$ cat config.mk
export PLATFORM = sky130hd
export DESIGN_NAME = edns_opt_record_parser_unit
export DESIGN_NICKNAME = d
export VERILOG_FILES = /design/src/sv/eorp_pkg.sv /design/src/sv/eorp_front.sv /design/src/sv/eorp_back.sv /design/src/sv/edns_opt_record_parser_unit.sv
export SDC_FILE = /design/constraint.sdc
export NUM_CORES = 1
export LEC_CHECK = 0
export CORE_ASPECT_RATIO = 0.9
export CORE_MARGIN = 2
export CORE_UTILIZATION = 68
export CTS_BUF_LIST = sky130_fd_sc_hd__clkbuf_8
export DETAILED_ROUTE_END_ITERATION = 6
export DONT_BUFFER_PORTS = 1
export PLACE_DENSITY = 0.88
export SLEW_MARGIN = 5
export SYNTH_ARGS = -nofsm -noshare
export SYNTH_HDL_FRONTEND = slang
export SYNTH_SLANG_ARGS = --single-unit
$ cat constraint.sdc
create_clock -name i_clk -period 14 [get_ports i_clk]
set_clock_uncertainty 0.15 [all_clocks]
set_input_delay 2.1 -clock i_clk [delete_from_list [all_inputs] [get_ports i_clk]]
set_output_delay 2.1 -clock i_clk [all_outputs]
set_load 0.005 [all_outputs]
$ cat src/sv/eorp_pkg.sv
// ----------------------------------------------------------------------------
// eorp_pkg
// Shared types and constants for the EDNS(0) OPT record parser.
// ----------------------------------------------------------------------------
package eorp_pkg;

    localparam int unsigned MaxOptions    = 16;
    localparam int unsigned MaxOptionData = 256;
    localparam int unsigned QueueDepth    = 4;
    localparam int unsigned QueueAw       = 2;

    localparam logic [7:0]  RootLabel = 8'h00;
    localparam logic [15:0] OptType   = 16'd41;

    typedef enum logic [2:0] {
        K_HEADER = 3'd0,
        K_OPT    = 3'd1,
        K_DATA   = 3'd2,
        K_DONE   = 3'd3,
        K_ERROR  = 3'd4
    } t_kind;

    typedef enum logic [2:0] {
        E_NAME    = 3'd0,
        E_TYPE    = 3'd1,
        E_TRUNC   = 3'd2,
        E_OVERRUN = 3'd3,
        E_TOOLONG = 3'd4,
        E_TOOMANY = 3'd5
    } t_err;

    typedef struct packed {
        t_kind       kind;
        logic [15:0] payload_size;
        logic [7:0]  ext_resp_code;
        logic [7:0]  edns_version;
        logic        dnssec_ok;
        logic [14:0] z_bits;
        logic [15:0] option_code;
        logic [8:0]  option_length;
        logic [7:0]  data_byte;
        logic [4:0]  options_seen;
        t_err        error_code;
        logic [16:0] bytes_consumed;
    } t_result;

    // Classified beat: up to two results.
    typedef struct packed {
        logic    v0;
        logic    v1;
        t_result r0;
        t_result r1;
    } t_entry;

endpackage

$ cat src/sv/eorp_front.sv
// ----------------------------------------------------------------------------
// eorp_front
// Parses record bytes and classifies each beat into zero to two results.
// ----------------------------------------------------------------------------
module eorp_front (
    input  logic            i_clk,
    input  logic            i_rst_n,
    input  logic            i_valid,
    input  logic [7:0]      i_rx_byte,
    input  logic            i_end_of_record,
    output logic            o_push,
    output eorp_pkg::t_entry o_entry
);

    typedef enum logic [1:0] {
        PH_NAME, PH_HEADER, PH_OPTIONS, PH_SKIP
    } t_phase;

    t_phase      r_phase, n_phase;
    logic [3:0]  r_hidx, n_hidx;
    logic [63:0] r_hsh, n_hsh;
    logic [15:0] r_rrem, n_rrem;
    logic [1:0]  r_oidx, n_oidx;
    logic [31:0] r_osh, n_osh;
    logic [8:0]  r_odrem, n_odrem;
    logic [4:0]  r_ocnt, n_ocnt;
    logic [16:0] r_cons, n_cons;

    eorp_pkg::t_entry ent;
    logic [63:0] sh;
    logic [31:0] osh;
    logic [15:0] rrem_m1;
    logic [15:0] len;

    function automatic eorp_pkg::t_result f_zero(input eorp_pkg::t_kind k);
        eorp_pkg::t_result r;
        r = '0;
        r.kind = k;
        return r;
    endfunction

    always_comb begin
        n_phase = r_phase;
        n_hidx  = r_hidx;
        n_hsh   = r_hsh;
        n_rrem  = r_rrem;
        n_oidx  = r_oidx;
        n_osh   = r_osh;
        n_odrem = r_odrem;
        n_ocnt  = r_ocnt;
        n_cons  = r_cons;
        ent     = '0;
        sh      = {r_hsh[55:0], i_rx_byte};
        osh     = {r_osh[23:0], i_rx_byte};
        rrem_m1 = r_rrem - 16'd1;
        len     = osh[15:0];
        case (r_phase)
            PH_NAME: begin
                n_cons = 17'd1;
                if (i_rx_byte != eorp_pkg::RootLabel) begin
                    ent.v0 = 1'b1;
                    ent.r0 = f_zero(eorp_pkg::K_ERROR);
                    ent.r0.error_code = eorp_pkg::E_NAME;
                    n_phase = PH_SKIP;
                end else begin
                    n_phase = PH_HEADER;
                    n_hidx  = '0;
                    n_hsh   = '0;
                end
            end
            PH_HEADER: begin
                n_cons = r_cons + 17'd1;
                n_hsh  = sh;
                n_hidx = r_hidx + 4'd1;
                if (r_hidx == 4'd1 && sh[15:0] != eorp_pkg::OptType) begin
                    ent.v0 = 1'b1;
                    ent.r0 = f_zero(eorp_pkg::K_ERROR);
                    ent.r0.error_code = eorp_pkg::E_TYPE;
                    n_phase = PH_SKIP;
                end else if (r_hidx == 4'd9) begin
                    ent.v0 = 1'b1;
                    ent.r0 = f_zero(eorp_pkg::K_HEADER);
                    ent.r0.payload_size  = sh[63:48];
                    ent.r0.ext_resp_code = sh[47:40];
                    ent.r0.edns_version  = sh[39:32];
                    ent.r0.dnssec_ok     = sh[31];
                    ent.r0.z_bits        = sh[30:16];
                    n_rrem  = sh[15:0];
                    n_phase = PH_OPTIONS;
                    n_oidx  = '0;
                    n_osh   = '0;
                    n_odrem = '0;
                    n_ocnt  = '0;
                    if (sh[15:0] == 16'd0) begin
                        ent.v1 = 1'b1;
                        ent.r1 = f_zero(eorp_pkg::K_DONE);
                        ent.r1.bytes_consumed = r_cons + 17'd1;
                        n_phase = PH_SKIP;
                    end
                end
            end
            PH_OPTIONS: begin
                n_cons = r_cons + 17'd1;
                if (r_odrem != 9'd0) begin
                    ent.v0 = 1'b1;
                    ent.r0 = f_zero(eorp_pkg::K_DATA);
                    ent.r0.option_code   = r_osh[31:16];
                    ent.r0.option_length = r_osh[8:0];
                    ent.r0.data_byte     = i_rx_byte;
                    n_odrem = r_odrem - 9'd1;
                    n_rrem  = rrem_m1;
                    if (rrem_m1 == 16'd0) begin
                        ent.v1 = 1'b1;
                        ent.r1 = f_zero(eorp_pkg::K_DONE);
                        ent.r1.options_seen   = r_ocnt;
                        ent.r1.bytes_consumed = r_cons + 17'd1;
                        n_phase = PH_SKIP;
                    end
                end else if (r_oidx == 2'd0 && r_ocnt >= 5'(eorp_pkg::MaxOptions)) begin
                    ent.v0 = 1'b1;
                    ent.r0 = f_zero(eorp_pkg::K_ERROR);
                    ent.r0.error_code = eorp_pkg::E_TOOMANY;
                    n_phase = PH_SKIP;
                end else if (r_oidx == 2'd0 && r_rrem < 16'd4) begin
                    ent.v0 = 1'b1;
                    ent.r0 = f_zero(eorp_pkg::K_ERROR);
                    ent.r0.error_code = eorp_pkg::E_OVERRUN;
                    n_phase = PH_SKIP;
                end else begin
                    n_osh  = osh;
                    n_oidx = r_oidx + 2'd1;
                    n_rrem = rrem_m1;
                    if (r_oidx == 2'd3) begin
                        if (len > rrem_m1) begin
                            ent.v0 = 1'b1;
                            ent.r0 = f_zero(eorp_pkg::K_ERROR);
                            ent.r0.error_code = eorp_pkg::E_OVERRUN;
                            n_phase = PH_SKIP;
                        end else if (len > 16'(eorp_pkg::MaxOptionData)) begin
                            ent.v0 = 1'b1;
                            ent.r0 = f_zero(eorp_pkg::K_ERROR);
                            ent.r0.error_code = eorp_pkg::E_TOOLONG;
                            n_phase = PH_SKIP;
                        end else begin
                            ent.v0 = 1'b1;
                            ent.r0 = f_zero(eorp_pkg::K_OPT);
                            ent.r0.option_code   = osh[31:16];
                            ent.r0.option_length = osh[8:0];
                            n_ocnt  = r_ocnt + 5'd1;
                            n_odrem = len[8:0];
                            if (len == 16'd0 && rrem_m1 == 16'd0) begin
                                ent.v1 = 1'b1;
                                ent.r1 = f_zero(eorp_pkg::K_DONE);
                                ent.r1.options_seen   = r_ocnt + 5'd1;
                                ent.r1.bytes_consumed = r_cons + 17'd1;
                                n_phase = PH_SKIP;
                            end
                        end
                    end
                end
            end
            default: begin
            end
        endcase
        if (i_end_of_record) begin
            if (n_phase == PH_HEADER || n_phase == PH_OPTIONS) begin
                if (ent.v0) begin
                    ent.v1 = 1'b1;
                    ent.r1 = f_zero(eorp_pkg::K_ERROR);
                    ent.r1.error_code = eorp_pkg::E_TRUNC;
                end else begin
                    ent.v0 = 1'b1;
                    ent.r0 = f_zero(eorp_pkg::K_ERROR);
                    ent.r0.error_code = eorp_pkg::E_TRUNC;
                end
            end
            n_phase = PH_NAME;
            n_hidx  = '0;
            n_hsh   = '0;
            n_rrem  = '0;
            n_oidx  = '0;
            n_osh   = '0;
            n_odrem = '0;
            n_ocnt  = '0;
            n_cons  = '0;
        end
    end

    assign o_push  = i_valid && (ent.v0 || ent.v1);
    assign o_entry = ent;

    always_ff @(posedge i_clk) begin
        if (!i_rst_n) begin
            r_phase <= PH_NAME;
            r_hidx  <= '0;
            r_hsh   <= '0;
            r_rrem  <= '0;
            r_oidx  <= '0;
            r_osh   <= '0;
            r_odrem <= '0;
            r_ocnt  <= '0;
            r_cons  <= '0;
        end else if (i_valid) begin
            r_phase <= n_phase;
            r_hidx  <= n_hidx;
            r_hsh   <= n_hsh;
            r_rrem  <= n_rrem;
            r_oidx  <= n_oidx;
            r_osh   <= n_osh;
            r_odrem <= n_odrem;
            r_ocnt  <= n_ocnt;
            r_cons  <= n_cons;
        end
    end

`ifndef SYNTHESIS
    a_v1_needs_v0: assert property (@(posedge i_clk) disable iff (!i_rst_n)
        ent.v1 |-> ent.v0) else $error("second result without first");
    a_cnt_bound: assert property (@(posedge i_clk) disable iff (!i_rst_n)
        r_ocnt <= 5'(eorp_pkg::MaxOptions)) else $error("option count overflow");
    a_eor_rearm: assert property (@(posedge i_clk) disable iff (!i_rst_n)
        (i_valid && i_end_of_record) |=> (r_phase == PH_NAME && r_cons == 17'd0))
        else $error("no re-arm after last byte");
`endif

endmodule

$ cat src/sv/eorp_back.sv
// ----------------------------------------------------------------------------
// eorp_back
// Queues classified beats and drains their results one per output beat.
// ----------------------------------------------------------------------------
module eorp_back (
    input  logic             i_clk,
    input  logic             i_rst_n,
    input  logic             i_push,
    input  eorp_pkg::t_entry i_entry,
    output logic             o_full,
    output logic             o_valid,
    input  logic             i_stall,
    output eorp_pkg::t_result o_result
);

    eorp_pkg::t_entry r_mem [eorp_pkg::QueueDepth];
    logic [eorp_pkg::QueueAw:0]   r_cnt, n_cnt;
    logic [eorp_pkg::QueueAw-1:0] r_wp, r_rp;
    logic                         r_sub;
    eorp_pkg::t_entry             head;
    logic                         pop, take;

    assign head     = r_mem[r_rp];
    assign o_valid  = (r_cnt != '0);
    assign o_result = (r_sub || !head.v0) ? head.r1 : head.r0;
    assign take     = o_valid && !i_stall;
    assign pop      = take && (r_sub || !head.v1 || !head.v0);
    assign o_full   = (r_cnt >= (eorp_pkg::QueueAw+1)'(eorp_pkg::QueueDepth - 1));
    assign n_cnt    = r_cnt + (eorp_pkg::QueueAw+1)'(i_push) - (eorp_pkg::QueueAw+1)'(pop);

    always_ff @(posedge i_clk) begin
        if (i_push) begin
            r_mem[r_wp] <= i_entry;
        end
    end

    always_ff @(posedge i_clk) begin
        if (!i_rst_n) begin
            r_cnt <= '0;
            r_wp  <= '0;
            r_rp  <= '0;
            r_sub <= 1'b0;
        end else begin
            r_cnt <= n_cnt;
            if (i_push) begin
                r_wp <= r_wp + 1'b1;
            end
            if (pop) begin
                r_rp  <= r_rp + 1'b1;
                r_sub <= 1'b0;
            end else if (take) begin
                r_sub <= 1'b1;
            end
        end
    end

`ifndef SYNTHESIS
    a_no_overflow: assert property (@(posedge i_clk) disable iff (!i_rst_n)
        r_cnt <= (eorp_pkg::QueueAw+1)'(eorp_pkg::QueueDepth))
        else $error("queue overflow");
    a_sub_valid: assert property (@(posedge i_clk) disable iff (!i_rst_n)
        r_sub |-> o_valid) else $error("second half without entry");
    a_hold: assert property (@(posedge i_clk) disable iff (!i_rst_n)
        (o_valid && i_stall) |=> o_valid) else $error("stalled beat dropped");
`endif

endmodule

$ cat src/sv/edns_opt_record_parser_unit.sv
// ----------------------------------------------------------------------------
// edns_opt_record_parser_unit
// EDNS(0) OPT record parser: byte stream in, header/option/done/error out.
// ----------------------------------------------------------------------------
// One record byte is taken per cycle while the queue is not full; each byte
// yields zero, one or two results that pass through a four-entry queue, which
// holds up to three beats, and leave one per cycle unless the output is
// stalled. A byte that yields two results presents them one after the other;
// input is stalled whenever the queue holds three beats.
module edns_opt_record_parser_unit (
    input  logic        i_clk,
    input  logic        i_rst_n,
    input  logic        i_valid,
    output logic        o_stall,
    input  logic [7:0]  i_rx_byte,
    input  logic        i_end_of_record,
    output logic        o_valid,
    input  logic        i_stall,
    output logic [2:0]  o_kind,
    output logic [15:0] o_payload_size,
    output logic [7:0]  o_ext_resp_code,
    output logic [7:0]  o_edns_version,
    output logic        o_dnssec_ok,
    output logic [14:0] o_z_bits,
    output logic [15:0] o_option_code,
    output logic [8:0]  o_option_length,
    output logic [7:0]  o_data_byte,
    output logic [4:0]  o_options_seen,
    output logic [2:0]  o_error_code,
    output logic [16:0] o_bytes_consumed
);

    logic              full, acc, push;
    eorp_pkg::t_entry  entry;
    eorp_pkg::t_result res;

    assign o_stall = full;
    assign acc     = i_valid && !full;

    eorp_front u_front (
        .i_clk          (i_clk),
        .i_rst_n        (i_rst_n),
        .i_valid        (acc),
        .i_rx_byte      (i_rx_byte),
        .i_end_of_record(i_end_of_record),
        .o_push         (push),
        .o_entry        (entry)
    );

    eorp_back u_back (
        .i_clk   (i_clk),
        .i_rst_n (i_rst_n),
        .i_push  (push),
        .i_entry (entry),
        .o_full  (full),
        .o_valid (o_valid),
        .i_stall (i_stall),
        .o_result(res)
    );

    assign o_kind           = res.kind;
    assign o_payload_size   = res.payload_size;
    assign o_ext_resp_code  = res.ext_resp_code;
    assign o_edns_version   = res.edns_version;
    assign o_dnssec_ok      = res.dnssec_ok;
    assign o_z_bits         = res.z_bits;
    assign o_option_code    = res.option_code;
    assign o_option_length  = res.option_length;
    assign o_data_byte      = res.data_byte;
    assign o_options_seen   = res.options_seen;
    assign o_error_code     = res.error_code;
    assign o_bytes_consumed = res.bytes_consumed;

endmodule

==> impl_metrics.json, run 1 <==
{
  "irDropWorstVdd_uv": 108,
  "critPathCaptureType": "flop",
  "route.detailed.drc": 32,
  "power_mw": 4.95,
  "num_rows": 67,
  "power_density_mw_per_mm2": 176,
  "grt_max_degree": 87,
  "via_count": 16600,
  "netlist_area_sq_mm": 0.0260,
  "ys_ff_latch": 605,
  "grt_pass1_vias": 16500,
  "synthArstFlopShare_pct": 0,
  "synth_cell_types": 80,
  "synth_nets": 1997,
  "clock-sinks": 605,
  "hold_class": "reg -> reg",
  "synthMuxAreaShare_pct": 9.80,
  "io_buffers": 0,
  "rsz0062_at_grt": "false",
  "cts_resized": 0,
  "layout-area-overhead-vs-synth_pct": 8.11,
  "maxCapViolCount": 0,
  "placed_cell_area_sq_mm": 0.0264,
  "p_clk_share_pct": 28.0,
  "ys_seq_area_share_pct": 63.9,
  "synthAdderAreaFrac_pct": 1.71,
  "clk_pin_slew_ns": 0.06,
  "worst_pin_slew_ns": 1.03,
  "design_area_sq_mm": 0.0282,
  "drt_iter0_drc": 1922,
  "synth_compound_area_share_pct": 7.31,
  "leakage_nw": 9.41,
  "boundaryPins": 124,
  "post-route-min-period_ns": 6.83,
  "synth_area_per_cell_sq_um": 13.4,
  "grt_pass1_wl_mm": 92.9,
  "fin_crit_sh_pct": 48.8,
  "required_ns": 14.12,
  "routabilityCongestion": 0.947,
  "n_fill_cell": 2125,
  "max-slew-margin-rel_pct": 31.1,
  "cts_setup_buffers": 0,
  "ys_warn_count": 0,
  "cts-root-buf": "clkbuf_8",
  "via_per_inst": 6.65,
  "power_frac_seq_pct": 45.8,
  "clk_path_buf_depth": 3,
  "cts_tree": "built",
  "htree_levels": 3,
  "layout.nets": 1989,
  "cts_made_buffers": 88,
  "synth_top_family_by_area": "simple AND/OR/NAND/NOR gates",
  "arrival_ns": 6.95,
  "netlist_instances": 1949,
  "grt.overflow.total": 0,
  "p_int_mw": 3.40,
  "status": "finished with violations",
  "wl_per_cell_um": 24.1,
  "dr.pass1.iters": 7,
  "global_route.usage.total_pct": 30.6,
  "tns_ns": 0,
  "ant_nets": 0,
  "hold_viol_final": 0,
  "clk-insertion-delay-late_ns": 0.67,
  "clock.fmax_ghz": 0.146,
  "die_area_sq_mm": 0.0399,
  "violations": "design-rule violations",
  "start_util_pct": 69.5,
  "final_util_pct": 75.2,
  "worst-setup-path-type": "reg -> reg",
  "core-area_sq_mm": 0.0375,
  "multi_input_area_sq_mm": 0.00890,
  "postCtsHoldBufs": 0,
  "switching_share_pct": 31.3,
  "crit_path_top_delay_cell": "buf_4",
  "antenna_found_initial": 0,
  "cp-start-kind": "flop",
  "finalSetupViolations": 0,
  "dieHeight_um": 190,
  "cp_max_fo": 59,
  "synth_edf_count": 452,
  "drive_gt1_share_pct": 14.3,
  "path_cells": "nor4_4 > nand4_1 > o31a_1 > nor2_1 > ha_1 > and4_1 > and2_1 > mux2i_1 > nand3_1 > nor3b_1 > nor3_1 > o211a_1 > a211oi_4 > o21a_1 > and2_4 > buf_4",
  "dp_hpwl_mm": 36.7,
  "comb_power_share_pct": 26.3,
  "die_w_um": 210,
  "n_antenna_cell": 0,
  "yosys.area_share.simple_pct": 13.7,
  "p_sw_mw": 1.55,
  "synth-xor-area-share_pct": 1.38,
  "seqCellArea_sq_mm": 0.0166,
  "synth_ff_type": "edfxtp_1",
  "routed_wl_mm": 60.1,
  "cpPeakStageDelay_ns": 0.86,
  "final-max-slew-violation-count": 0
}
[path summary, 6_finish.rpt]
path                                        from                             end  slack, ns  depth (start not counted)
setup / recovery  u_front.r_rrem[2]$_SDFFE_PN0P_  u_back.r_mem[0][179]$_DFFE_PP_       7.17                         16
hold / removal    u_front.r_hsh[55]$_SDFFE_PN0P_  u_front.r_hsh[55]$_SDFFE_PN0P_       0.31                          2
setup reg to reg  u_front.r_rrem[2]$_SDFFE_PN0P_  u_back.r_mem[0][179]$_DFFE_PP_       7.17                         16
hold reg to reg   u_front.r_hsh[55]$_SDFFE_PN0P_  u_front.r_hsh[55]$_SDFFE_PN0P_       0.31                          2
[cells in the final DEF (no fill, tap or decap), types with 11 or more instances in the layout]
cell type / instances
a2111oi_0: 18
a21oi_1: 144
a22oi_1: 35
and2_1: 165
and3_1: 22
buf_4: 21
clkbuf_8: 94
clkinv_1: 15
clkinv_2: 12
dfxtp_1: 151
edfxtp_1: 452
ha_1: 34
inv_1: 65
mux4_2: 112
nand2_1: 191
nand3_1: 39
nand3b_1: 14
nand4_1: 13
nor2_1: 171
nor3_1: 17
o21ai_0: 34
xnor2_1: 25
xor2_1: 11
[per-stage QoR]
| stage | hold WS, ns | worst slack (ns) | std cells |
|---|---|---|---|
| global route | 0.331 | 6.77 | 2498 |
| finish | 0.312 | 7.17 | 2498 |
| detailed placement | 0.298 | 6.91 | 2334 |
| floorplan | 0.282 | 6.16 | 1949 |
| global placement | 0.291 | 7.01 | 2334 |
| CTS | 0.311 | 7.28 | 2498 |
[critical path: cells and delay by family, from the launching register on]
family / cells / cell delay, ns
AO/OA/AOI/OAI: 4 / 1.40
AND/OR/NAND/NOR: 9 / 3.10
flip-flops: 1 / 0.38
buffers and inverters: 1 / 0.86
multiplexers: 1 / 0.23
adder cells (fa/ha/maj): 1 / 0.29
[state kept, by name, summed over array words and instances, names as in the netlist, 3 cells and up, named ones only]
signal and flops:
u_back.r_cnt 3, u_back.r_mem 452, u_front.r_cons 17, u_front.r_hidx 4, u_front.r_hsh 56, u_front.r_ocnt 5
u_front.r_odrem 9, u_front.r_osh 32, u_front.r_rrem 16
[cells by family after synthesis]
group | Yosys count
XOR/XNOR | 38
flip-flops | 605
adder cells (fa/ha/maj) | 35
multiplexers | 115
buffers and inverters | 151
AO/OA/AOI/OAI | 301
AND/OR/NAND/NOR | 704
[power by group through the flow]
stage	Clock, mW	Sequential, mW	Combinational (mW)
CTS	1.40	2.26	1.30
detailed placement	0	2.30	1.29
global placement	0	2.27	1.27
finish	1.38	2.26	1.30
global route	1.47	2.28	1.40
floorplan	0	2.26	0.983
[area by class of cell]
| cell class | count | share of cell area, % |
|---|---|---|
| Inverter | 32 | 0.431 |
| Clock buffer | 94 | 4.59 |
| Timing Repair Buffer | 21 | 0.560 |
| Sequential cell | 605 | 59.1 |
| Tap cell | 483 | 2.15 |
| Multi-Input combinational cell | 1193 | 31.6 |
| Clock inverter | 70 | 1.56 |
[layer usage]
metal  track usage (%)  vias up  share of wire (%)
li1                  -     7250                  -
met1              40.8     8203                 38
met2              49.9      981                 49
met3              7.03      182                9.5
met4              11.8        0                3.7
met5             0.739        -                  0
[cells in the mapped netlist, drive strengths merged, types with 4 or more instances]
cell,number,area [sq um]
a21oi,145,729
a21o,4,30.0
edfxtp,452,13600
and3,22,138
or3,12,80.1
or4,6,48.8
o21ai,40,204
a22oi,35,263
o211ai,4,30.0
nor3b,6,50.1
clkbuf,99,372
nor3,18,101
o31ai,5,47.5
nor4,11,105
a211oi,9,80.1
ha,34,425
mux4,112,2520
nand4,13,81.3
nand3,39,195
a2111oi,18,158
inv,32,120
xnor2,25,219
o31a,4,35.0
o21a,7,52.6
buf,20,101
xor2,11,96.3
nor2b,7,43.8
nand3b,14,105
and2,169,1060
nor2,174,653
dfxtp,153,3060
nand2,191,717
or2,5,31.3
a31oi,4,25.0
a211o,5,52.6
Power figures use the tool's default switching activity.
==> inputs of run 2 (changes only) <==
--- a/config.mk
+++ b/config.mk
@@ -7,11 +7,11 @@
 export LEC_CHECK = 0
 export CORE_ASPECT_RATIO = 0.9
 export CORE_MARGIN = 2
-export CORE_UTILIZATION = 68
+export CORE_UTILIZATION = 66
 export CTS_BUF_LIST = sky130_fd_sc_hd__clkbuf_8
 export DETAILED_ROUTE_END_ITERATION = 6
 export DONT_BUFFER_PORTS = 1
-export PLACE_DENSITY = 0.88
+export PLACE_DENSITY = 0.86
 export SLEW_MARGIN = 5
 export SYNTH_ARGS = -nofsm -noshare
 export SYNTH_HDL_FRONTEND = slang
==> constraint.sdc (replaced) <==
create_clock -name i_clk -period 6.6 [get_ports i_clk]
set_clock_uncertainty 0.15 [all_clocks]
set_input_delay 0.99 -clock i_clk [delete_from_list [all_inputs] [get_ports i_clk]]
set_output_delay 0.99 -clock i_clk [all_outputs]
set_load 0.005 [all_outputs]
==> impl_metrics.json, run 2 (synthesis results as in run 1) <==
{
  "status": "finished, final reports clean",
  "power_frac_seq_pct": 45.2,
  "ant_nets": 0,
  "cts_setup_buffers": 0,
  "route.detailed.drc": 0,
  "n_fill_cell": 2398,
  "finalSetupViolations": 0,
  "layout.nets": 2003,
  "whs_endpoint": "u_back.r_cnt[0]$_SDFF_PN0_",
  "htree_levels": 3,
  "critPathCaptureType": "flop",
  "global_route.usage.total_pct": 29.1,
  "irDropWorstVdd_uv": 232,
  "io_buffers": 0,
  "final_util_pct": 72.7,
  "cts_tree": "built",
  "required_ns": 6.97,
  "post-route-min-period_ns": 5.62,
  "via_count": 16400,
  "r2r-start": "u_front.r_rrem[10]$_SDFFE_PN0P_",
  "routabilityCongestion": 0.920,
  "hold_class": "in -> reg",
  "postCtsHoldBufs": 0,
  "grt.overflow.total": 0,
  "grt_pass1_wl_mm": 90.9,
  "die_area_sq_mm": 0.0411,
  "largest_register_ffs": 452,
  "maxCapViolCount": 0,
  "worst_pin_slew_ns": 1.03,
  "rr_worst_depth": 21,
  "top_regs": "u_back.r_mem: 452 flops, u_front.r_hsh: 56 flops, u_front.r_osh: 32 flops",
  "core-area_sq_mm": 0.0392,
  "final_common_cell": "edfxtp_1",
  "regMostFlops": "u_back.r_mem",
  "grt_max_degree": 87,
  "cts_resized": 0,
  "leakage_nw": 9.52,
  "p_int_mw": 7.32,
  "clk_pin_slew_ns": 0.07,
  "cts-root-buf": "clkbuf_8",
  "via_per_inst": 6.40,
  "r2r_slack_ns": 0.98,
  "layout-area-overhead-vs-synth_pct": 9.37,
  "crit_start": "u_front.r_rrem[10]$_SDFFE_PN0P_",
  "design_area_sq_mm": 0.0285,
  "start_util_pct": 66.5,
  "placed_cell_area_sq_mm": 0.0266,
  "dp_hpwl_mm": 36.9,
  "finalNonFillerCells": 2564,
  "r2r_end": "u_back.r_cnt[2]$_SDFF_PN0_",
  "max-slew-margin-rel_pct": 31.4,
  "die_w_um": 213,
  "final_cell_mix": "edfxtp_1, nand2_1, nor2_1",
  "clk_path_buf_depth": 3,
  "hold_viol_final": 0,
  "cp_max_fo": 11,
  "dr.pass1.iters": 6,
  "worst-setup-path-type": "reg -> reg",
  "cts_made_buffers": 93,
  "dieHeight_um": 192,
  "p_clk_share_pct": 28.6,
  "hp-start": "i_rst_n",
  "clk-insertion-delay-late_ns": 0.67,
  "arrival_ns": 5.99,
  "n_antenna_cell": 0,
  "power_density_mw_per_mm2": 372,
  "switching_share_pct": 30.9,
  "p_sw_mw": 3.28,
  "antenna_found_initial": 2,
  "drt_iter0_drc": 1584,
  "cp-start-kind": "flop",
  "whs_path_depth": 1,
  "clock-sinks": 605,
  "rsz0062_at_grt": "false",
  "boundaryPins": 124,
  "comb_power_share_pct": 26.2,
  "routed_wl_mm": 58.8,
  "fin_crit_sh_pct": 85.1,
  "final-max-slew-violation-count": 0,
  "tns_ns": 0,
  "clock.fmax_ghz": 0.178,
  "drive_gt1_share_pct": 15.4,
  "wl_per_cell_um": 22.9,
  "grt_pass1_vias": 16200,
  "multi_input_area_sq_mm": 0.00889,
  "seqCellArea_sq_mm": 0.0166,
  "dp.cells": 2392,
  "num_rows": 69
}
-- run 2: changes by cell type in the layout (fill, tap and decap cells not counted), moves of 2 or more --
| cell | previous run | this run |
|---|---|---|
| inv_6 | 2 | 0 |
| clkbuf_8 | 94 | 110 |
| buf_4 | 21 | 23 |
| bufinv_16 | 5 | 2 |
| buf_12 | 0 | 7 |
| inv_1 | 65 | 56 |
| clkinv_2 | 12 | 15 |
-- run 2: how the worst max path moves through the flow --
| stage | to |
|---|---|
| final | u_back.r_cnt[2]$_SDFF_PN0_ |
| after detailed placement | u_back.r_cnt[2]$_SDFF_PN0_ |
| after global routing | u_back.r_cnt[2]$_SDFF_PN0_ |
| after global placement | u_back.r_cnt[2]$_SDFF_PN0_ |
| after floorplan | u_back.r_mem[0][0]$_DFFE_PP_ |
| after CTS | u_back.r_cnt[2]$_SDFF_PN0_ |
-- run 2: routing by layer --
layer | up-vias | track usage (%) | wire length [um]
li1 | 7292 | - | -
met1 | 8199 | 40.5 | 23800
met2 | 796 | 47.2 | 29000
met3 | 110 | 5.71 | 4610
met4 | 4 | 8.87 | 1380
met5 | - | 0 | 27
-- run 2: area by class of cell --
class,instances,share of cell area (%)
Sequential cell,605,58.4
Clock inverter,62,1.20
Timing Repair Buffer,30,1.10
Inverter,32,0.426
Tap cell,532,2.34
Multi-Input combinational cell,1193,31.2
Clock buffer,110,5.31
-- run 2: stage by stage --
stage	setup WS [ns]	hold WS [ns]	total power, mW
global placement	1.20	0.290	7.58
CTS	1.10	0.263	10.7
finish	0.984	0.299	10.6
floorplan	1.10	0.282	6.85
global route	0.453	0.267	11.1
detailed placement	1.13	0.302	7.65
-- run 2: power by group through the flow --
| stage | clock [mW] | sequential (mW) | combinational [mW] |
|---|---|---|---|
| 2_1_floorplan | 0 | 4.76 | 2.09 |
| 3_3_place_gp | 0 | 4.82 | 2.76 |
| 5_1_grt | 3.23 | 4.82 | 3.04 |
| 3_5_place_dp | 0 | 4.87 | 2.79 |
| 6_report | 3.03 | 4.79 | 2.78 |
| 4_1_cts | 3.06 | 4.79 | 2.80 |
-- run 2: worst max-delay path, stage by stage, from the launching register on --
cell and delay, ns:
dfxtp_1 0.44, nor3_1 0.46, nand4_1 0.27, o31a_1 0.38, nor2_1 0.17, ha_1 0.29
and4_1 0.25, and2_1 0.14, mux2i_1 0.21, nand3_1 0.16, nor3b_1 0.29, nor3_1 0.12
o211a_1 0.27, a211oi_4 0.37, o21a_1 0.31, inv_1 0.08, ha_1 0.27, inv_1 0.04
ha_1 0.18, fa_1 0.40, xnor2_1 0.17, nor2_1 0.05
